File: src/hw/rtl/delta_list_timer_queue_macros.svh
// Assertion helpers, clocked on clk and held off while rst_n is low.
`ifndef DELTA_LIST_TIMER_QUEUE_MACROS_SVH
`define DELTA_LIST_TIMER_QUEUE_MACROS_SVH

// Same-cycle implication.
`define DLTQ_ASSERT_NOW(label, ante, cons) \
    label: assert property (@(posedge clk) disable iff (!rst_n) (ante) |-> (cons)) \
        else $error("dltq check failed");

// Next-cycle implication.
`define DLTQ_ASSERT_NEXT(label, ante, cons) \
    label: assert property (@(posedge clk) disable iff (!rst_n) (ante) |=> (cons)) \
        else $error("dltq check failed");

`endif

File: src/hw/rtl/dltq_pkg.sv
package dltq_pkg;

    localparam int DEPTH_DEF   = 32;
    localparam int ID_BITS_DEF = 8;

    localparam int MODE_W   = 2;
    localparam int ID_W     = 8;
    localparam int AMT_W    = 32;
    localparam int STATUS_W = 2;

    // operation codes
    localparam logic [MODE_W-1:0] MODE_INSERT  = 2'd0;
    localparam logic [MODE_W-1:0] MODE_ADVANCE = 2'd1;
    localparam logic [MODE_W-1:0] MODE_REMOVE  = 2'd2;

    // result status codes
    localparam logic [STATUS_W-1:0] ST_OK       = 2'd0;
    localparam logic [STATUS_W-1:0] ST_FULL     = 2'd1;
    localparam logic [STATUS_W-1:0] ST_NOTFOUND = 2'd2;

    // datapath actions
    localparam int ACT_W = 3;
    localparam logic [ACT_W-1:0] ACT_NONE        = 3'd0;
    localparam logic [ACT_W-1:0] ACT_LOAD        = 3'd1;
    localparam logic [ACT_W-1:0] ACT_INS_SEARCH  = 3'd2;
    localparam logic [ACT_W-1:0] ACT_INS_SHIFT   = 3'd3;
    localparam logic [ACT_W-1:0] ACT_ADV         = 3'd4;
    localparam logic [ACT_W-1:0] ACT_REM_SEARCH  = 3'd5;
    localparam logic [ACT_W-1:0] ACT_REM_COMPACT = 3'd6;

    typedef struct packed {
        logic [ACT_W-1:0]    act;
        logic                out_load;
        logic [STATUS_W-1:0] status;
    } dltq_cmd_t;

    typedef struct packed {
        logic at_end;    // walk index has reached the entry count
        logic ins_ge;    // remaining delay >= entry delta
        logic adv_fit;   // entry delta >= remaining ticks
        logic id_match;
        logic full;
    } dltq_stat_t;

endpackage

File: src/hw/rtl/dltq_if.sv
interface dltq_req_if
    import dltq_pkg::*;
();
    logic              valid;
    logic              ready;
    logic [MODE_W-1:0] mode;
    logic [ID_W-1:0]   proc_id;
    logic [AMT_W-1:0]  amount;

    modport source (output valid, mode, proc_id, amount, input ready);
    modport sink   (input valid, mode, proc_id, amount, output ready);
endinterface

interface dltq_rsp_if
    import dltq_pkg::*;
#(
    parameter int CNT_W = $clog2(DEPTH_DEF + 1)
) ();
    logic                valid;
    logic                ready;
    logic [STATUS_W-1:0] status;
    logic                ready_res;
    logic [ID_W-1:0]     head_id;
    logic [CNT_W-1:0]    entry_count;

    modport source (output valid, status, ready_res, head_id, entry_count, input ready);
    modport sink   (input valid, status, ready_res, head_id, entry_count, output ready);
endinterface

File: src/hw/rtl/delta_list_timer_queue.sv
// Walk: a full insert or an unused mode skips the walk; other operations walk up to the
//   occupied entries (one entry walked per cycle) before the response beat.
// One operation at a time: a new request is taken only once the previous response is loaded;
//   the walk pace is set by the single read and single write port of the entry memories.
// Reset (rst_n, async, active low): queue empty, controller idle, no response pending.
//   Entry memories are not cleared; only entries below the count are ever used.
module delta_list_timer_queue
    import dltq_pkg::*;
#(
    parameter int DEPTH   = DEPTH_DEF,
    parameter int ID_BITS = ID_BITS_DEF
)
(
    input logic       clk,
    input logic       rst_n,
    dltq_req_if.sink  req,
    dltq_rsp_if.source rsp
);

    `include "delta_list_timer_queue_macros.svh"

    localparam int CNT_W = $clog2(DEPTH + 1);

    // Controller sequences the walk; datapath owns the entry memories, the walk
    // index, the count and the response payload registers.
    dltq_cmd_t  cmd;
    dltq_stat_t stat;

    dltq_ctrl u_ctrl (
        .clk       (clk),
        .rst_n     (rst_n),
        .in_valid  (req.valid),
        .in_mode   (req.mode),
        .in_ready  (req.ready),
        .out_valid (rsp.valid),
        .out_ready (rsp.ready),
        .stat      (stat),
        .cmd       (cmd)
    );

    dltq_dpath #(
        .DEPTH   (DEPTH),
        .ID_BITS (ID_BITS),
        .CNT_W   (CNT_W)
    ) u_dpath (
        .clk             (clk),
        .rst_n           (rst_n),
        .cmd             (cmd),
        .stat            (stat),
        .in_proc_id      (req.proc_id),
        .in_amount       (req.amount),
        .out_status      (rsp.status),
        .out_ready_res   (rsp.ready_res),
        .out_head_id     (rsp.head_id),
        .out_entry_count (rsp.entry_count)
    );

    // Checks

    // one operation in flight: request side closes after a beat
    `DLTQ_ASSERT_NEXT(a_busy_after_req, req.valid && req.ready, !req.ready)

    // reported count never exceeds capacity
    `DLTQ_ASSERT_NOW(a_count_range, rsp.valid, rsp.entry_count <= CNT_W'(DEPTH))

    // a full report only when the queue really is full
    `DLTQ_ASSERT_NOW(a_full_count, rsp.valid && (rsp.status == ST_FULL),
        rsp.entry_count == CNT_W'(DEPTH))

    // a ready head needs a head
    `DLTQ_ASSERT_NOW(a_ready_nonempty, rsp.valid && rsp.ready_res, rsp.entry_count != '0)

endmodule

File: src/hw/rtl/dltq_ctrl.sv
module dltq_ctrl
    import dltq_pkg::*;
(
    input  logic              clk,
    input  logic              rst_n,
    input  logic              in_valid,
    input  logic [MODE_W-1:0] in_mode,
    output logic              in_ready,
    output logic              out_valid,
    input  logic              out_ready,
    input  dltq_stat_t        stat,
    output dltq_cmd_t         cmd
);

    localparam logic [2:0] S_IDLE    = 3'd0;
    localparam logic [2:0] S_INS     = 3'd1;
    localparam logic [2:0] S_SHIFT   = 3'd2;
    localparam logic [2:0] S_ADV     = 3'd3;
    localparam logic [2:0] S_REM     = 3'd4;
    localparam logic [2:0] S_COMPACT = 3'd5;
    localparam logic [2:0] S_DONE    = 3'd6;

    logic [2:0]          state_reg, state_next;
    logic [STATUS_W-1:0] status_reg, status_next;
    logic                out_valid_reg, out_valid_next;
    logic                accept;
    logic                out_load;

    assign in_ready  = (state_reg == S_IDLE);
    assign accept    = in_valid && in_ready;
    assign out_valid = out_valid_reg;
    assign out_load  = (state_reg == S_DONE) && (!out_valid_reg || out_ready);

    always_comb
    begin
        state_next   = state_reg;
        status_next  = status_reg;
        cmd.act      = ACT_NONE;
        cmd.out_load = out_load;
        cmd.status   = status_reg;
        case (state_reg)
            S_IDLE:
            begin
                if (accept)
                begin
                    cmd.act     = ACT_LOAD;
                    status_next = ST_OK;
                    case (in_mode)
                        MODE_INSERT:
                        begin
                            if (stat.full)
                            begin
                                status_next = ST_FULL;
                                state_next  = S_DONE;
                            end
                            else
                            begin
                                state_next = S_INS;
                            end
                        end
                        MODE_ADVANCE: state_next = S_ADV;
                        MODE_REMOVE:  state_next = S_REM;
                        default:      state_next = S_DONE;
                    endcase
                end
            end
            S_INS:
            begin
                cmd.act = ACT_INS_SEARCH;
                if (stat.at_end)
                    state_next = S_DONE;
                else if (!stat.ins_ge)
                    state_next = S_SHIFT;
            end
            S_SHIFT:
            begin
                cmd.act = ACT_INS_SHIFT;
                if (stat.at_end)
                    state_next = S_DONE;
            end
            S_ADV:
            begin
                cmd.act = ACT_ADV;
                if (stat.at_end || stat.adv_fit)
                    state_next = S_DONE;
            end
            S_REM:
            begin
                cmd.act = ACT_REM_SEARCH;
                if (stat.at_end)
                begin
                    status_next = ST_NOTFOUND;
                    state_next  = S_DONE;
                end
                else if (stat.id_match)
                begin
                    state_next = S_COMPACT;
                end
            end
            S_COMPACT:
            begin
                cmd.act = ACT_REM_COMPACT;
                if (stat.at_end)
                    state_next = S_DONE;
            end
            S_DONE:
            begin
                if (out_load)
                    state_next = S_IDLE;
            end
            default: state_next = S_IDLE;
        endcase
    end

    always_comb
    begin
        out_valid_next = out_valid_reg;
        if (out_load)
            out_valid_next = 1'b1;
        else if (out_ready)
            out_valid_next = 1'b0;
    end

    always_ff @(posedge clk or negedge rst_n)
    begin
        if (!rst_n)
        begin
            state_reg     <= S_IDLE;
            status_reg    <= ST_OK;
            out_valid_reg <= 1'b0;
        end
        else
        begin
            state_reg     <= state_next;
            status_reg    <= status_next;
            out_valid_reg <= out_valid_next;
        end
    end

endmodule

File: src/hw/rtl/dltq_dpath.sv
module dltq_dpath
    import dltq_pkg::*;
#(
    parameter int DEPTH   = DEPTH_DEF,
    parameter int ID_BITS = ID_BITS_DEF,
    parameter int CNT_W   = $clog2(DEPTH + 1)
)
(
    input  logic                clk,
    input  logic                rst_n,
    input  dltq_cmd_t           cmd,
    output dltq_stat_t          stat,
    input  logic [ID_W-1:0]     in_proc_id,
    input  logic [AMT_W-1:0]    in_amount,
    output logic [STATUS_W-1:0] out_status,
    output logic                out_ready_res,
    output logic [ID_W-1:0]     out_head_id,
    output logic [CNT_W-1:0]    out_entry_count
);

    localparam int ADDR_W = $clog2(DEPTH);
    localparam int SID_W  = (ID_BITS < ID_W) ? ID_BITS : ID_W;

    logic [AMT_W-1:0] delta_mem [DEPTH];
    logic [SID_W-1:0] id_mem    [DEPTH];

    logic [AMT_W-1:0]  rd_delta_reg;
    logic [SID_W-1:0]  rd_id_reg;
    logic [ADDR_W-1:0] rd_addr;

    logic              wr_en;
    logic [ADDR_W-1:0] wr_addr;
    logic [AMT_W-1:0]  wr_delta;
    logic [SID_W-1:0]  wr_id;

    logic [CNT_W-1:0] idx_reg, idx_next;
    logic [CNT_W-1:0] occ_reg, occ_next;
    logic [AMT_W-1:0] acc_reg, acc_next;
    logic [SID_W-1:0] wid_reg, wid_next;
    logic [AMT_W-1:0] carry_delta_reg, carry_delta_next;
    logic [SID_W-1:0] carry_id_reg, carry_id_next;

    logic [AMT_W-1:0] head_delta_reg;
    logic [SID_W-1:0] head_id_reg;

    logic [STATUS_W-1:0] status_reg;
    logic                ready_res_reg;
    logic [ID_W-1:0]     head_out_reg;
    logic [CNT_W-1:0]    count_reg;

    logic [CNT_W-1:0] idx_inc;
    logic [CNT_W-1:0] idx_dec;
    logic [AMT_W-1:0] diff_a;    // acc - delta
    logic [AMT_W-1:0] diff_b;    // delta - acc
    logic [AMT_W:0]   sum_w;
    logic [AMT_W-1:0] sum_sat;

    assign idx_inc = idx_reg + 1'b1;
    assign idx_dec = idx_reg - 1'b1;
    assign diff_a  = acc_reg - rd_delta_reg;
    assign diff_b  = rd_delta_reg - acc_reg;
    assign sum_w   = {1'b0, rd_delta_reg} + {1'b0, carry_delta_reg};
    assign sum_sat = sum_w[AMT_W] ? {AMT_W{1'b1}} : sum_w[AMT_W-1:0];

    assign stat.at_end   = (idx_reg == occ_reg);
    assign stat.ins_ge   = (acc_reg >= rd_delta_reg);
    assign stat.adv_fit  = (rd_delta_reg >= acc_reg);
    assign stat.id_match = (rd_id_reg == wid_reg);
    assign stat.full     = (occ_reg == CNT_W'(DEPTH));

    // read one ahead of the entry being processed
    assign rd_addr = (cmd.act == ACT_LOAD) ? '0 : idx_inc[ADDR_W-1:0];

    always_comb
    begin
        wr_en            = 1'b0;
        wr_addr          = idx_reg[ADDR_W-1:0];
        wr_delta         = carry_delta_reg;
        wr_id            = carry_id_reg;
        idx_next         = idx_reg;
        occ_next         = occ_reg;
        acc_next         = acc_reg;
        wid_next         = wid_reg;
        carry_delta_next = carry_delta_reg;
        carry_id_next    = carry_id_reg;
        case (cmd.act)
            ACT_LOAD:
            begin
                idx_next = '0;
                acc_next = in_amount;
                wid_next = in_proc_id[SID_W-1:0];
            end
            ACT_INS_SEARCH:
            begin
                if (stat.at_end)
                begin
                    wr_en    = 1'b1;
                    wr_delta = acc_reg;
                    wr_id    = wid_reg;
                    occ_next = occ_reg + 1'b1;
                end
                else if (stat.ins_ge)
                begin
                    acc_next = diff_a;
                    idx_next = idx_inc;
                end
                else
                begin
                    // new entry lands here; displaced one is carried with its delta reduced
                    wr_en            = 1'b1;
                    wr_delta         = acc_reg;
                    wr_id            = wid_reg;
                    carry_delta_next = diff_b;
                    carry_id_next    = rd_id_reg;
                    idx_next         = idx_inc;
                end
            end
            ACT_INS_SHIFT:
            begin
                wr_en = 1'b1;
                if (stat.at_end)
                begin
                    occ_next = occ_reg + 1'b1;
                end
                else
                begin
                    carry_delta_next = rd_delta_reg;
                    carry_id_next    = rd_id_reg;
                    idx_next         = idx_inc;
                end
            end
            ACT_ADV:
            begin
                if (!stat.at_end)
                begin
                    wr_en = 1'b1;
                    wr_id = rd_id_reg;
                    if (stat.adv_fit)
                    begin
                        wr_delta = diff_b;
                    end
                    else
                    begin
                        wr_delta = '0;
                        acc_next = diff_a;
                        idx_next = idx_inc;
                    end
                end
            end
            ACT_REM_SEARCH:
            begin
                if (!stat.at_end)
                begin
                    if (stat.id_match)
                        carry_delta_next = rd_delta_reg;
                    idx_next = idx_inc;
                end
            end
            ACT_REM_COMPACT:
            begin
                if (stat.at_end)
                begin
                    occ_next = occ_reg - 1'b1;
                end
                else
                begin
                    // pull entry back one place; removed delta merges into first successor
                    wr_en            = 1'b1;
                    wr_addr          = idx_dec[ADDR_W-1:0];
                    wr_delta         = sum_sat;
                    wr_id            = rd_id_reg;
                    carry_delta_next = '0;
                    idx_next         = idx_inc;
                end
            end
            default:
            begin
                wr_en = 1'b0;
            end
        endcase
    end

    always_ff @(posedge clk)
    begin
        if (wr_en)
        begin
            delta_mem[wr_addr] <= wr_delta;
            id_mem[wr_addr]    <= wr_id;
        end
        rd_delta_reg <= delta_mem[rd_addr];
        rd_id_reg    <= id_mem[rd_addr];
    end

    // shadow of entry 0
    always_ff @(posedge clk)
    begin
        if (wr_en && (wr_addr == '0))
        begin
            head_delta_reg <= wr_delta;
            head_id_reg    <= wr_id;
        end
    end

    always_ff @(posedge clk)
    begin
        acc_reg         <= acc_next;
        wid_reg         <= wid_next;
        carry_delta_reg <= carry_delta_next;
        carry_id_reg    <= carry_id_next;
        if (cmd.out_load)
        begin
            status_reg    <= cmd.status;
            ready_res_reg <= (occ_reg != '0) && (head_delta_reg == '0);
            head_out_reg  <= (occ_reg != '0) ? ID_W'(head_id_reg) : '0;
            count_reg     <= occ_reg;
        end
    end

    always_ff @(posedge clk or negedge rst_n)
    begin
        if (!rst_n)
        begin
            idx_reg <= '0;
            occ_reg <= '0;
        end
        else
        begin
            idx_reg <= idx_next;
            occ_reg <= occ_next;
        end
    end

    assign out_status      = status_reg;
    assign out_ready_res   = ready_res_reg;
    assign out_head_id     = head_out_reg;
    assign out_entry_count = count_reg;

endmodule
File: src/flat_wrapper.sv
// flat-port wrapper written by rule: the top's interface ports become plain ports
module delta_list_timer_queue_flat import dltq_pkg::*;
#(
    parameter int DEPTH   = DEPTH_DEF,
    parameter int ID_BITS = ID_BITS_DEF
)
  (clk, rst_n, req_valid, req_mode, req_proc_id, req_amount, req_ready, rsp_valid, rsp_status, rsp_ready_res, rsp_head_id, rsp_entry_count, rsp_ready);
  dltq_req_if req_i ();
  dltq_rsp_if rsp_i ();
  input logic clk;
  input logic rst_n;
  input wire logic [$bits(req_i.valid)-1:0] req_valid;
  input wire logic [$bits(req_i.mode)-1:0] req_mode;
  input wire logic [$bits(req_i.proc_id)-1:0] req_proc_id;
  input wire logic [$bits(req_i.amount)-1:0] req_amount;
  output wire logic [$bits(req_i.ready)-1:0] req_ready;
  output wire logic [$bits(rsp_i.valid)-1:0] rsp_valid;
  output wire logic [$bits(rsp_i.status)-1:0] rsp_status;
  output wire logic [$bits(rsp_i.ready_res)-1:0] rsp_ready_res;
  output wire logic [$bits(rsp_i.head_id)-1:0] rsp_head_id;
  output wire logic [$bits(rsp_i.entry_count)-1:0] rsp_entry_count;
  input wire logic [$bits(rsp_i.ready)-1:0] rsp_ready;
  assign req_i.valid = req_valid;
  assign req_i.mode = req_mode;
  assign req_i.proc_id = req_proc_id;
  assign req_i.amount = req_amount;
  assign req_ready = req_i.ready;
  assign rsp_valid = rsp_i.valid;
  assign rsp_status = rsp_i.status;
  assign rsp_ready_res = rsp_i.ready_res;
  assign rsp_head_id = rsp_i.head_id;
  assign rsp_entry_count = rsp_i.entry_count;
  assign rsp_i.ready = rsp_ready;
  delta_list_timer_queue #(.DEPTH(DEPTH), .ID_BITS(ID_BITS)) u_core (.clk(clk), .rst_n(rst_n), .req(req_i), .rsp(rsp_i));
endmodule
File: config.mk
export PLATFORM = sky130hd
export DESIGN_NAME = delta_list_timer_queue_flat
export DESIGN_NICKNAME = d
export VERILOG_FILES = /design/src/hw/rtl/dltq_pkg.sv /design/src/hw/rtl/dltq_if.sv /design/src/hw/rtl/delta_list_timer_queue.sv /design/src/hw/rtl/dltq_ctrl.sv /design/src/hw/rtl/dltq_dpath.sv /design/src/flat_wrapper.sv
export VERILOG_INCLUDE_DIRS = /design/src /design/src/hw/rtl
export SDC_FILE = /design/constraint.sdc
export NUM_CORES = 2
export LEC_CHECK = 0
export BUFFER_PORTS_ARGS = -buffer_cell sky130_fd_sc_hd__clkbuf_2
export CAP_MARGIN = 15
export CELL_PAD_IN_SITES_DETAIL_PLACEMENT = 0
export CELL_PAD_IN_SITES_GLOBAL_PLACEMENT = 1
export CORE_ASPECT_RATIO = 1.75
export CORE_MARGIN = 10
export CORE_UTILIZATION = 50
export DETAILED_ROUTE_END_ITERATION = 10
export PLACE_DENSITY_LB_ADDON = 0.1
export SLEW_MARGIN = 5
export SYNTH_ARGS = -nofsm -noshare
export SYNTH_HDL_FRONTEND = slang
export SYNTH_SLANG_ARGS = --single-unit
File: constraint.sdc
create_clock -name clk -period 15.15 [get_ports clk]
set_clock_uncertainty 0.1 [all_clocks]
set_input_delay 1.515 -clock clk [delete_from_list [all_inputs] [get_ports clk]]
set_output_delay 1.515 -clock clk [all_outputs]
set_load 0.005 [all_outputs]
==> results_dict.tcl <==
set metrics [dict create \
    status "finished clean" \
    cap_violations 0 \
    peakVddDrop_mv 0.167 \
    drc_errors 0 \
    synth_area_leaders "edfxtp_1, nand2_1, nand3_1" \
    fmax_ghz 0.159 \
    syn_nets 5097 \
    grt_max_degree 184 \
    cts_buffers 136 \
    num_io_pins 65 \
    synth.largest_area_cell "edfxtp_1" \
    htreeDepth 4 \
    vias 43000 \
    cp_max_fo 83 \
    gp_congestion 0.926 \
    cts_max_path_buffers 3 \
    worst_slew_pin_slew_ns 1.24 \
    die_h_um 492 \
    async_flop_share_pct 1.22 \
    vias_per_cell 6.45 \
    crit_arrival_ns 6.89 \
    die_x_um 290 \
    layout_common_cells "edfxtp_1, nand2_1, nand3_1" \
    cts_root_buf "clkbuf_16" \
    yosys_warnings 0 \
    synth.distinct_cells 77 \
    finalHoldViolations 0 \
    reg_top3 "u_core.u_dpath.delta_mem: 1024 flops, u_core.u_dpath.id_mem: 256 flops" \
    post_cts_buffers 0 \
    final_common_cell "edfxtp_1" \
    grt_pass1_wl_um 296000 \
    syn_inst 4945 \
    cts.sinks 1475 \
    relSlewSlack_pct 15.1 \
    grt_overflow 0 \
    dr.pass1.iters 6 \
    powerDensity_nw_per_um2 239 \
    rsz0062_at_grt "false" \
    hold_buffers 0 \
    p_leak_nw 24.0 \
    core_area_um2 127000 \
    dp_hpwl_um 110000 \
    setup_viol 0 \
    postRouteAntennaNets 0 \
    met1_length_um 78900 \
    postRouteWirelength_um 206000 \
    wl_met3_um 13600 \
    drive_gt1_share_pct 9.06 \
    worstSetupPathType "reg -> reg" \
    clk-insertion-delay-late_ns 0.78 \
    start_util_pct 50.2 \
    synth_ff_type "edfxtp_1" \
    highest-signal-layer "met4" \
    wl_met2_um 105000 \
    area_growth_pct 10.8 \
    track_usage_pct 28.0 \
    setup_tns_ns 0 \
    synth_seq_cells 1475 \
    crit_required_ns 15.77 \
    syn_area_per_cell_um2 12.9 \
    cts_tree "built" \
    synth-edff-count 1417 \
    io_buffers 64 \
    endpoint_kind "register" \
    synth_top_area_share_pct 66.8 \
    fin_nets 5047 \
    hold_path_class "reg -> reg" \
    fin_crit_ns 6.28 \
    netlist_area_um2 63700 \
    rows 173 \
    die_area_um2 143000 \
    wl_per_cell_um 30.9 \
    start_kind "register" \
    drt_first_iter_violations 4778 \
    grt_pass1_vias 42100 \
    finalCritPeriodShare_pct 41.4 \
    yosysSeqAreaShare_pct 68.7 \
    antenna_found_initial 4 \
    largest_reg_flops 1024 \
    top_register "u_core.u_dpath.delta_mem" \
    whs_ns 0.432 \
    clkSlewWorstSetupHoldPaths_ns 0.07 \
    post_cts_resized 0 \
    slew_viol_final 0 \
]
==> Yosys cell counts (19+ instances only) <==
| cell | count |
|---|---|
| a211oi_1 | 57 |
| a21o_1 | 102 |
| a21oi_1 | 293 |
| a222oi_1 | 29 |
| a22o_1 | 27 |
| a311oi_1 | 83 |
| a31oi_1 | 95 |
| buf_2 | 20 |
| clkbuf_1 | 323 |
| dfxtp_1 | 40 |
| edfxtp_1 | 1417 |
| ha_1 | 102 |
| inv_1 | 107 |
| nand2_1 | 779 |
| nand3_1 | 346 |
| nand4_1 | 19 |
| nor2_1 | 103 |
| nor2b_1 | 22 |
| nor3_1 | 23 |
| o211ai_1 | 169 |
| o21ai_0 | 126 |
| o221ai_1 | 166 |
| or3_1 | 166 |
| xnor2_1 | 62 |
| xor2_1 | 46 |
==> through the flow <==
step | std cells | worst slack (ns) | instance area, um^2 | total power, mW | utilization (%)
2_1_floorplan | 4945 | 10.0 | 63700 | 10.7 | -
3_3_place_gp | 6406 | 8.83 | 65800 | 13.2 | 51.9
3_5_place_dp | 6410 | 8.85 | 65900 | 13.3 | 52.0
4_1_cts | 6653 | 9.05 | 70400 | 16.8 | 55.5
5_1_grt | 6663 | 8.52 | 70600 | 17.6 | 55.7
6_report | 6664 | 8.87 | 70600 | 16.9 | 55.7
==> critical path, cell delays in order, from the launching register on <==
cell and delay [ns]:
dfrtp_1 0.78, inv_1 0.28, nand2_1 0.27, inv_1 0.12
nand2_1 0.49, inv_6 0.38, nor2b_4 0.77, buf_4 0.89
buf_4 0.89, o221ai_1 0.28, a21oi_1 0.22, a31oi_1 0.08
a211oi_1 0.30, a21o_1 0.11
==> power by group <==
| group | leakage [nW] | total (mW) | switching (mW) | internal (mW) |
|---|---|---|---|---|
| logic | 8.44 | 7.14 | 4.97 | 2.17 |
| clock network | 2.18 | 3.51 | 1.54 | 1.97 |
| registers | 13.4 | 6.21 | 0.338 | 5.88 |
==> final timing paths <==
check | slack (ns) | cells past startpoint | to | startpoint
worst max-delay path | 8.87 | 13 | u_core.u_dpath.rd_id_reg[0]$_DFF_P_ | u_core.u_ctrl.state_reg[1]$_DFFE_PN0P_
worst min-delay path | 0.43 | 0 | u_core.u_dpath.out_status[0]$_DFFE_PP_ | u_core.u_ctrl.status_reg[0]$_DFFE_PN0P_
worst max register to register | 8.87 | 13 | u_core.u_dpath.rd_id_reg[0]$_DFF_P_ | u_core.u_ctrl.state_reg[1]$_DFFE_PN0P_
worst min register to register | 0.43 | 0 | u_core.u_dpath.out_status[0]$_DFFE_PP_ | u_core.u_ctrl.status_reg[0]$_DFFE_PN0P_
max in group asynchronous | 13.95 | 1 | u_core.u_dpath.idx_reg[0]$_DFFE_PN0P_ | rst_n
min in group asynchronous | 0.60 | 1 | u_core.u_dpath.idx_reg[2]$_DFFE_PN0P_ | rst_n
==> layout make-up <==
type | count | area, um^2
antenna | 2 | 5.00
clock buffer | 183 | 3730
clock inverter | 60 | 753
fill | 10500 | 56200
inverter | 107 | 414
multi-input combinational | 2997 | 18400
sequential | 1475 | 43800
tap | 1662 | 2080
timing repair buffer | 178 | 1420
==> routing by layer <==
| metal | vias to the layer above | track usage [%] |
|---|---|---|
| met5 | - | 0 |
| met4 | 0 | 11.8 |
| met3 | 410 | 3.76 |
| met2 | 1805 | 48.8 |
| met1 | 21900 | 34.6 |
| li1 | 18900 | - |
==> cells by family after synthesis <==
logic type	after synthesis	share of synthesized area, %
fa+ha+maj	106	2.13
xor+xnor	108	1.48
buf+inv	473	2.90
simple gates	1511	10.7
compound gates	1258	13.8
flops	1475	68.7
mux	14	0.243
No activity file was read; power rests on OpenSTA's default activity.
